File: src/rtl/core/cbez_pkg.sv
`timescale 1ns / 1ps
package cbez_pkg;

   localparam int NEWTON_STEPS    = 8;
   localparam int BISECTION_STEPS = 60;
   localparam int FRAC_BITS       = 16;
   localparam int IO_SHIFT        = 30 - FRAC_BITS;

   localparam int CFG_W  = 18;
   localparam int IN_W   = 18;
   localparam int OUT_W  = 17;
   localparam int NCNT_W = $clog2(NEWTON_STEPS + 1);
   localparam int BCNT_W = $clog2(BISECTION_STEPS + 1);

   // register indexes on the csr port
   localparam logic [1:0] REG_CTRL1_X = 2'd0;
   localparam logic [1:0] REG_CTRL1_Y = 2'd1;
   localparam logic [1:0] REG_CTRL2_X = 2'd2;
   localparam logic [1:0] REG_CTRL2_Y = 2'd3;

   typedef logic signed [47:0] q_type;   // Q30 working word
   typedef logic signed [31:0] t_type;   // curve parameter, Q30 in [-2, 2)

   localparam q_type QONE     = q_type'(64'sd1 <<< 30);
   localparam q_type POLY_LIM = q_type'(64'sd1 <<< 40);
   localparam q_type ERR_LIM  = q_type'(64'sd1 <<< 32);

   typedef enum logic [3:0] {
      S_IDLE, S_COEF0, S_COEF1, S_MUL_LO, S_MUL_HI, S_ADD,
      S_DCHK, S_DRUN, S_NUPD, S_BINIT, S_BCHK, S_OUT
   } state_type;

   typedef enum logic [1:0] {
      PH_NCURVE, PH_NSLOPE, PH_BCURVE, PH_YCURVE
   } phase_type;

   function automatic q_type psat(q_type v);
      if (v > POLY_LIM) return POLY_LIM;
      if (v < -POLY_LIM) return -POLY_LIM;
      return v;
   endfunction

   function automatic logic [47:0] mag48(q_type v);
      return (v < 0) ? 48'(-v) : 48'(v);
   endfunction

   function automatic q_type times3(q_type v);
      return v + (v <<< 1);
   endfunction

endpackage

File: src/rtl/core/cubic_bezier_easing_solver_core.sv
`timescale 1ns / 1ps
// Cubic-bezier easing core: maps a progress word to an eased value on the
// curve from (0,0) to (1,1) through two control points.
// Channels: req_ takes one progress word (signed Q2.16), rsp_ returns one
// eased word (unsigned Q16, 65536 = 1.0) for each request, in order.
// The csr_ port writes the four control point coordinates (signed Q2.16);
// write only while the core is idle.
// Progress at or below 0, at or above 1, or a diagonal curve gives a
// result on the cycle after acceptance. Otherwise the coefficients are
// set up first, then per Newton step x(t), x'(t) and the quotient (up to
// 8 steps), then up to 60 bisection steps, then y(t); the work runs on
// the one shared 42x16 multiplier and the bit-serial divider.
// Throughput: one word at a time; req_tready is high only while idle.
// Reset: synchronous, active high; control points return to the linear
// curve (0,0),(1,1) and any word in flight is dropped.
// Stall: a result holds on rsp_tdata until rsp_tready takes it.
module cubic_bezier_easing_solver_core (
   input  logic        clock,
   input  logic        reset,
   input  logic        req_tvalid,
   output logic        req_tready,
   input  logic [23:0] req_tdata,   // [17:0] progress
   output logic        rsp_tvalid,
   input  logic        rsp_tready,
   output logic [23:0] rsp_tdata,   // [16:0] eased_value
   input  logic        csr_we,
   input  logic [1:0]  csr_addr,
   input  logic [17:0] csr_wdata
);
   import cbez_pkg::*;

   state_type state_ff, state_in;
   phase_type phase_ff, phase_in;

   logic signed [CFG_W-1:0] c1x_ff, c1y_ff, c2x_ff, c2y_ff;

   q_type cx0_ff, cx1_ff, cx2_ff, cy0_ff, cy1_ff, cy2_ff;
   q_type cx0_in, cx1_in, cx2_in, cy0_in, cy1_in, cy2_in;
   q_type acc_ff, acc_in, err_ff, err_in, d_ff, d_in;
   t_type t_ff, t_in, pin_ff, pin_in, lo_ff, lo_in, hi_ff, hi_in;
   logic [57:0] prod_ff, prod_in;
   logic        mneg_ff, mneg_in, qneg_ff, qneg_in;
   logic [1:0]  hidx_ff, hidx_in;
   logic [NCNT_W-1:0] ncnt_ff, ncnt_in;
   logic [BCNT_W-1:0] bcnt_ff, bcnt_in;
   logic [5:0]  dcnt_ff, dcnt_in;
   logic [40:0] rem_ff, rem_in, dmag_ff, dmag_in;
   logic [33:0] numlo_ff, numlo_in, q_ff, q_in;
   logic [OUT_W-1:0] eased_ff, eased_in;

   // shared multiplier
   logic [47:0] amag;
   logic [31:0] tmag;
   logic [15:0] mul_b;
   logic [57:0] mul_out;

   // combinational helpers
   q_type s_p1x, s_p2x, s_p1y, s_p2y, r_val, v_val, addend, errv, esat, ycl;
   logic [47:0] emag;
   logic [41:0] trial;
   logic        last_step;
   logic signed [35:0] qs;
   logic signed [36:0] tn;
   logic [33:0] qeff;
   t_type lo_n, hi_n;
   logic signed [IN_W-1:0] prog;

   assign prog = req_tdata[IN_W-1:0];

   always_ff @(posedge clock) begin
      if (reset) begin
         c1x_ff <= '0;
         c1y_ff <= '0;
         c2x_ff <= 18'sd65536;
         c2y_ff <= 18'sd65536;
      end else if (csr_we) begin
         unique case (csr_addr)
            REG_CTRL1_X: c1x_ff <= csr_wdata;
            REG_CTRL1_Y: c1y_ff <= csr_wdata;
            REG_CTRL2_X: c2x_ff <= csr_wdata;
            REG_CTRL2_Y: c2y_ff <= csr_wdata;
            default: ;
         endcase
      end
   end

   always_ff @(posedge clock) begin
      if (reset) begin
         state_ff <= S_IDLE;
         phase_ff <= PH_NCURVE;
      end else begin
         state_ff <= state_in;
         phase_ff <= phase_in;
      end
   end

   always_ff @(posedge clock) begin
      cx0_ff <= cx0_in;  cx1_ff <= cx1_in;  cx2_ff <= cx2_in;
      cy0_ff <= cy0_in;  cy1_ff <= cy1_in;  cy2_ff <= cy2_in;
      acc_ff <= acc_in;  err_ff <= err_in;  d_ff <= d_in;
      t_ff <= t_in;      pin_ff <= pin_in;  lo_ff <= lo_in;  hi_ff <= hi_in;
      prod_ff <= prod_in;
      mneg_ff <= mneg_in; qneg_ff <= qneg_in;
      hidx_ff <= hidx_in; ncnt_ff <= ncnt_in; bcnt_ff <= bcnt_in;
      dcnt_ff <= dcnt_in;
      rem_ff <= rem_in;  dmag_ff <= dmag_in;
      numlo_ff <= numlo_in; q_ff <= q_in;
      eased_ff <= eased_in;
   end

   always_comb begin
      amag    = mag48(acc_ff);
      tmag    = (t_ff < 0) ? 32'(-t_ff) : 32'(t_ff);
      mul_b   = (state_ff == S_MUL_LO) ? tmag[15:0] : tmag[31:16];
      mul_out = amag[41:0] * mul_b;
   end

   always_comb begin
      state_in = state_ff;  phase_in = phase_ff;
      cx0_in = cx0_ff;  cx1_in = cx1_ff;  cx2_in = cx2_ff;
      cy0_in = cy0_ff;  cy1_in = cy1_ff;  cy2_in = cy2_ff;
      acc_in = acc_ff;  err_in = err_ff;  d_in = d_ff;
      t_in = t_ff;  pin_in = pin_ff;  lo_in = lo_ff;  hi_in = hi_ff;
      prod_in = prod_ff;  mneg_in = mneg_ff;  qneg_in = qneg_ff;
      hidx_in = hidx_ff;  ncnt_in = ncnt_ff;  bcnt_in = bcnt_ff;
      dcnt_in = dcnt_ff;  rem_in = rem_ff;  dmag_in = dmag_ff;
      numlo_in = numlo_ff;  q_in = q_ff;  eased_in = eased_ff;

      s_p1x = q_type'(c1x_ff) <<< 14;
      s_p2x = q_type'(c2x_ff) <<< 14;
      s_p1y = q_type'(c1y_ff) <<< 14;
      s_p2y = q_type'(c2y_ff) <<< 14;

      r_val = q_type'(prod_ff >> 14);
      if (mneg_ff) r_val = -r_val;
      unique case (phase_ff)
         PH_NSLOPE: addend = (hidx_ff == 2'd0) ? (cx1_ff <<< 1) : cx0_ff;
         PH_YCURVE: addend = (hidx_ff == 2'd0) ? cy1_ff :
                             (hidx_ff == 2'd1) ? cy0_ff : '0;
         default:   addend = (hidx_ff == 2'd0) ? cx1_ff :
                             (hidx_ff == 2'd1) ? cx0_ff : '0;
      endcase
      v_val     = psat(r_val + addend);
      last_step = (phase_ff == PH_NSLOPE) ? (hidx_ff == 2'd1) : (hidx_ff == 2'd2);
      errv      = v_val - q_type'(pin_ff);

      esat  = (err_ff > ERR_LIM) ? ERR_LIM : ((err_ff < -ERR_LIM) ? -ERR_LIM : err_ff);
      emag  = mag48(esat);
      trial = {rem_ff, numlo_ff[33]};

      qeff = (q_ff > 34'(64'd1 << 33)) ? 34'(64'd1 << 33) : q_ff;
      qs   = qneg_ff ? -36'(signed'({2'b00, qeff})) : 36'(signed'({2'b00, qeff}));
      tn   = 37'(t_ff) - 37'(qs);

      lo_n = (q_type'(pin_ff) > v_val) ? t_ff : lo_ff;
      hi_n = (q_type'(pin_ff) > v_val) ? hi_ff : t_ff;

      ycl = (v_val < 0) ? '0 : ((v_val > QONE) ? QONE : v_val);

      unique case (state_ff)
         S_IDLE: begin
            if (req_tvalid) begin
               if (prog <= 0) begin
                  eased_in = '0;
                  state_in = S_OUT;
               end else if (prog >= IN_W'(1 << FRAC_BITS)) begin
                  eased_in = OUT_W'(1 << FRAC_BITS);
                  state_in = S_OUT;
               end else if (c1x_ff == c1y_ff && c2x_ff == c2y_ff) begin
                  eased_in = OUT_W'(prog);
                  state_in = S_OUT;
               end else begin
                  pin_in   = t_type'(prog) <<< IO_SHIFT;
                  state_in = S_COEF0;
               end
            end
         end
         S_COEF0: begin
            cx0_in = times3(s_p1x);
            cx1_in = times3(s_p2x - s_p1x) - times3(s_p1x);
            cy0_in = times3(s_p1y);
            cy1_in = times3(s_p2y - s_p1y) - times3(s_p1y);
            state_in = S_COEF1;
         end
         S_COEF1: begin
            cx2_in = QONE - cx0_ff - cx1_ff;
            cy2_in = QONE - cy0_ff - cy1_ff;
            acc_in = QONE - cx0_ff - cx1_ff;
            t_in = pin_ff;  ncnt_in = '0;  hidx_in = '0;
            phase_in = PH_NCURVE;
            state_in = S_MUL_LO;
         end
         S_MUL_LO: begin
            prod_in  = mul_out;
            mneg_in  = (acc_ff < 0) != (t_ff < 0);
            state_in = S_MUL_HI;
         end
         S_MUL_HI: begin
            prod_in  = mul_out + (prod_ff >> 16);
            state_in = S_ADD;
         end
         S_ADD: begin
            acc_in  = v_val;
            hidx_in = hidx_ff + 2'd1;
            if (!last_step) begin
               state_in = S_MUL_LO;
            end else begin
               hidx_in = '0;
               unique case (phase_ff)
                  PH_NCURVE: begin
                     if (errv == 0) begin
                        acc_in = cy2_ff;  phase_in = PH_YCURVE;  state_in = S_MUL_LO;
                     end else begin
                        err_in = errv;
                        acc_in = times3(cx2_ff);
                        phase_in = PH_NSLOPE;  state_in = S_MUL_LO;
                     end
                  end
                  PH_NSLOPE: begin
                     if (v_val == 0) begin
                        state_in = S_BINIT;
                     end else begin
                        d_in = v_val;  state_in = S_DCHK;
                     end
                  end
                  PH_BCURVE: begin
                     if (v_val == q_type'(pin_ff)) begin
                        acc_in = cy2_ff;  phase_in = PH_YCURVE;  state_in = S_MUL_LO;
                     end else begin
                        lo_in = lo_n;  hi_in = hi_n;
                        t_in  = t_type'((33'(lo_n) + 33'(hi_n)) >>> 1);
                        bcnt_in  = bcnt_ff + 1'b1;
                        state_in = S_BCHK;
                     end
                  end
                  PH_YCURVE: begin
                     eased_in = OUT_W'((ycl + q_type'(1 << (IO_SHIFT - 1))) >>> IO_SHIFT);
                     state_in = S_OUT;
                  end
                  default: ;
               endcase
            end
         end
         S_DCHK: begin
            dmag_in = 41'(mag48(d_ff));
            qneg_in = (err_ff < 0) != (d_ff < 0);
            q_in    = '0;
            if ((emag >> 4) >= 48'(mag48(d_ff))) begin
               q_in = 34'(64'd1 << 33);
               state_in = S_NUPD;
            end else begin
               rem_in   = 41'(emag >> 4);
               numlo_in = {emag[3:0], 30'd0};
               dcnt_in  = '0;
               state_in = S_DRUN;
            end
         end
         S_DRUN: begin
            if (trial >= {1'b0, dmag_ff}) begin
               rem_in = 41'(trial - {1'b0, dmag_ff});
               q_in   = {q_ff[32:0], 1'b1};
            end else begin
               rem_in = trial[40:0];
               q_in   = {q_ff[32:0], 1'b0};
            end
            numlo_in = {numlo_ff[32:0], 1'b0};
            dcnt_in  = dcnt_ff + 6'd1;
            if (dcnt_ff == 6'd33) state_in = S_NUPD;
         end
         S_NUPD: begin
            if (tn > 37'sh7FFFFFFF)       t_in = 32'sh7FFFFFFF;
            else if (tn < -37'sh80000000) t_in = 32'sh80000000;
            else                          t_in = tn[31:0];
            ncnt_in = ncnt_ff + 1'b1;
            if (ncnt_ff == NCNT_W'(NEWTON_STEPS - 1)) begin
               state_in = S_BINIT;
            end else begin
               acc_in = cx2_ff;  phase_in = PH_NCURVE;  state_in = S_MUL_LO;
            end
         end
         S_BINIT: begin
            t_in = pin_ff;  lo_in = '0;  hi_in = t_type'(QONE);  bcnt_in = '0;
            state_in = S_BCHK;
         end
         S_BCHK: begin
            if (bcnt_ff < BCNT_W'(BISECTION_STEPS) && lo_ff < hi_ff) begin
               acc_in = cx2_ff;  phase_in = PH_BCURVE;
            end else begin
               acc_in = cy2_ff;  phase_in = PH_YCURVE;
            end
            state_in = S_MUL_LO;
         end
         S_OUT: begin
            if (rsp_tready) state_in = S_IDLE;
         end
         default: state_in = S_IDLE;
      endcase
   end

   assign req_tready = (state_ff == S_IDLE);
   assign rsp_tvalid = (state_ff == S_OUT);
   assign rsp_tdata  = {7'd0, eased_ff};

   a_nonpos_zero: assert property (@(posedge clock) disable iff (reset)
      (req_tvalid && req_tready && prog <= 0) |=> (rsp_tvalid && eased_ff == '0))
      else $error("non-positive progress must give zero");

   a_bis_range: assert property (@(posedge clock) disable iff (reset)
      (state_ff == S_MUL_LO && phase_ff == PH_BCURVE) |-> (t_ff >= 0 && t_ff <= QONE))
      else $error("bisection parameter left [0,1]");

   a_div_rem: assert property (@(posedge clock) disable iff (reset)
      (state_ff == S_DRUN) |-> (rem_ff < dmag_ff))
      else $error("divider remainder not below divisor");

   a_out_range: assert property (@(posedge clock) disable iff (reset)
      rsp_tvalid |-> (eased_ff <= OUT_W'(1 << FRAC_BITS)))
      else $error("eased value above one");

endmodule
File: config.mk
export PLATFORM = sky130hd
export DESIGN_NAME = cubic_bezier_easing_solver_core
export DESIGN_NICKNAME = d
export VERILOG_FILES = /design/src/rtl/core/cbez_pkg.sv /design/src/rtl/core/cubic_bezier_easing_solver_core.sv
export SDC_FILE = /design/constraint.sdc
export NUM_CORES = 2
export LEC_CHECK = 0
export BUFFER_PORTS_ARGS = -buffer_cell sky130_fd_sc_hd__buf_2
export CORE_MARGIN = 4
export CORE_UTILIZATION = 50
export DETAILED_ROUTE_END_ITERATION = 12
export MAX_ROUTING_LAYER = met4
export PLACE_DENSITY = 0.62
export SLEW_MARGIN = 20
export SYNTH_ARGS = -nofsm -noshare
export SYNTH_HDL_FRONTEND = slang
export SYNTH_SLANG_ARGS = --single-unit
File: constraint.sdc
create_clock -name clock -period 15.61 [get_ports clock]
set_clock_uncertainty 0.1 [all_clocks]
set_input_delay 1.561 -clock clock [delete_from_list [all_inputs] [get_ports clock]]
set_output_delay 1.561 -clock clock [all_outputs]
set_load 0.01 [all_outputs]
==> key figures <==
Hold path
  – Class of the tightest hold or removal check: register to register

Floorplan
  – Initial cell density of the core: 0.502
  – Floorplan row count: 144
  – Die width: 401 um
  – Total core area: ~150000 um2
  – Num ports: 75
  – Vertical die dimension: ~400 um
  – Area of the die: 161000 um2

Route
  – WL per Instance: around 22 um
  – Number of detailed-route iterations in the first pass: 9
  – Count of nets left with antenna violations after detail routing: 0
  – Average via count per standard cell: a little under 6
  – DR vias: around 64000
  – Total wire length: roughly 240000 um
  – Total DRC errors in the routed layout: 0
  – Iter 0 DRT Violations: around 4700

Clock network
  – Post-CTS resize count: 0
  – CTS H-tree depth: 3
  – Clock latency on the worst-skew pair: approximately 0.72 ns
  – Number of buffers inserted during clock tree synthesis: 80
  – Number of buffers added for setup after CTS: 0
  – Clock tree from TritonCTS: done
  – CTS root buf: sky130_fd_sc_hd__clkbuf_16
  – Hold_buf cts: 0
  – CTS max path bufs: 3
  – Clock sink total: 679
  – CTS clock-pin slew for the worst setup and hold paths: roughly 0.06 ns

Outcome
  – Outcome: completed

Synth
  – Post-synth ARST share: 0
  – Cell Area, Synth: just under 80000 um2
  – Fraction of the yosys area taken by sequential cells: 0.254
  – Number of cells produced by synthesis: roughly 9000
  – Yosys Warn Count: 0
  – Distinct cells, synth: 100
  – Main flop type after synthesis: sky130_fd_sc_hd__edfxtp_1
  – Average footprint of a synthesized cell: about 8.8 um2
  – Number of synthesized flops with an enable pin: 601
  – FF+latch count, synth: roughly 680

Worst setup path
  – Critical-path maximum fanout: 10
  – Critical Path End Type: register
  – Crit path DAT: 15.03 ns
  – Critical path start-end classification: register to register
  – Slowest-stage cell, CP: sky130_fd_sc_hd__or4b_2
  – Critical Path Start Type: register
  – Delay contributed by the slowest stage of the critical path: between 0.7 and 0.8 ns
  – Most common cell on crit path: sky130_fd_sc_hd__fa_1
  – Required time reported for the critical path endpoint: 15.92 ns

STA
  – Fin Setup TNS: 0 ns
  – Post-layout minimum cycle time: between 10 and 15 ns
  – Count of final setup violators: 0
  – Setup repair after global routing missed its margin: no
  – Hold Vio Cnt, Final: 0
  – Actual transition at the worst max-transition pin: approximately 1.2 ns
  – Max_slew headroom: 0.181
  – Number of pins exceeding their max-slew limit in the final report: 0
  – Highest attainable clock frequency: 0.0679 GHz
  – Post-route fraction of the period consumed by the critical path: 0.943

Run
  – Max-cap check violation count: 0

Placement
  – Buffers on Ports: about 60
  – Post-DP Area: 80300 um2
  – Routability Congestion: around 0.99
  – HPWL reported at the end of detailed placement: roughly 190000 um

Global routing
  – Antenna violations before repair: 8
  – Maximum number of pins on one net before global-route repair: 79
  – Global-route wire length before repair: ~370000 um
  – All-layer global routing usage: 0.299
  – Total congestion overflow after global routing: 0
  – Via count of the first global-routing pass: roughly 63000

Layout
  – Most common library cell in the layout ignoring fill and taps: sky130_fd_sc_hd__nand2_1
  – Final layout net count: about 10000
  – Commonest cells after routing, fill and taps aside: 1189 x sky130_fd_sc_hd__nand2_1, 1009 x sky130_fd_sc_hd__inv_1, 630 x sky130_fd_sc_hd__ha_1, 605 x sky130_fd_sc_hd__fa_1, 601 x sky130_fd_sc_hd__edfxtp_1
  – Final std cell area, no fill: between 80000 and 90000 um2
  – Share of final-layout standard cells stronger than drive strength 1: 0.0561
  – Layout-stage area growth over the synthesis result: 7.38%
==> path summary, 6_finish.rpt <==
kind / startpoint / endpoint / slack [ns] / cells past startpoint
worst max-delay path: t_ff[0] / prod_ff[57] / 0.89 / 44
worst min register to register: c2y_ff[10] / c2y_ff[10] / 0.39 / 2
worst max register to register: t_ff[0] / prod_ff[57] / 0.89 / 44
worst min-delay path: c2y_ff[10] / c2y_ff[10] / 0.39 / 2
==> synth_stat cells, drive strengths merged (67+ instances only) <==
cell type | count | area [um2]
o21bai | 76 | 571
fa | 605 | 12100
and2 | 170 | 1060
nor4 | 68 | 432
a31oi | 67 | 419
xor2 | 221 | 1940
ha | 631 | 7900
a21o | 161 | 1210
xnor2 | 404 | 3540
mux2i | 68 | 681
nor2 | 589 | 2210
o21ai | 429 | 2150
inv | 1010 | 3790
nor3 | 172 | 861
a21oi | 564 | 2820
edfxtp | 601 | 18000
o21a | 117 | 878
dfxtp | 78 | 1560
nand2 | 1191 | 4470
nand2b | 104 | 651
nand3 | 122 | 611
clkbuf | 300 | 1130
nor2b | 182 | 1140
nand4 | 74 | 463
==> final cells by class <==
| type | count | area (um2) |
|---|---|---|
| Fill cell | 14400 | 70900 |
| Multi-Input combinational cell | 6804 | 52900 |
| Sequential cell | 679 | 19600 |
| Inverter | 1011 | 3790 |
| Tap cell | 2044 | 2560 |
| Clock buffer | 93 | 2070 |
| Timing Repair Buffer | 207 | 1410 |
| Clock inverter | 54 | 603 |
| Antenna cell | 7 | 17.5 |
==> cell families (layout without fill, tap and decap cells) <==
kind of cell | after synthesis | after routing | synth area share
adder cells (fa/ha/maj) | 1236 | 1236 | 0.259
AND/OR/NAND/NOR | 2914 | 2914 | 0.177
multiplexers | 119 | 119 | 0.0162
XOR/XNOR | 625 | 625 | 0.0709
AO/OA/AOI/OAI | 1903 | 1903 | 0.157
flip-flops | 679 | 679 | 0.254
buffers and inverters | 1348 | 1365 | 0.0661
other | 1 | 14 | 0.0000485
==> per-layer routing <==
layer  routed length [um]  up-vias  GRT usage
met2               110000     1995      0.477
met4                 9140        0      0.100
met3                13900      382     0.0371
li1                     -    30200          -
met5                    0        -          -
met1               104000    31600      0.396
==> sequential cells by signal (all words and copies together), names as in the netlist, 6 cells and up <==
| signal | count |
|---|---|
| prod_ff | 44 |
| rem_ff | 41 |
| cy1_ff | 22 |
| lo_ff | 32 |
| acc_ff | 43 |
| err_ff | 48 |
| c2x_ff | 18 |
| d_ff | 48 |
| hi_ff | 32 |
| t_ff | 32 |
| eased_ff | 17 |
| pin_ff | 18 |
| dcnt_ff | 6 |
| cx1_ff | 22 |
| dmag_ff | 41 |
| q_ff | 34 |
| cy0_ff | 20 |
| cy2_ff | 29 |
| c1y_ff | 18 |
| cx2_ff | 34 |
| c2y_ff | 18 |
| cx0_ff | 20 |
| bcnt_ff | 6 |
| c1x_ff | 18 |
==> worst max-delay path, delay by kind of cell (launching register included) <==
| family | cells | cell delay [ns] |
|---|---|---|
| buffers and inverters | 6 | 0.67 |
| XOR/XNOR | 2 | 0.30 |
| adder cells (fa/ha/maj) | 9 | 4.17 |
| AND/OR/NAND/NOR | 15 | 5.42 |
| flip-flops | 1 | 0.36 |
| AO/OA/AOI/OAI | 12 | 3.38 |
==> metrics by stage <==
stage               setup slack [ns]  hold slack (ns)   util  cells
floorplan                       2.00            0.364      -   8831
global placement               0.989            0.378  0.522  10700
detailed placement             0.859            0.384  0.522  10700
CTS                            0.778            0.392  0.539  10900
global route                  0.0932            0.423  0.539  10900
finish                         0.885            0.391  0.539  10900
Power is not shown: default switching activity piles up to over one toggle a cycle in this logic, so the estimate is an artifact.
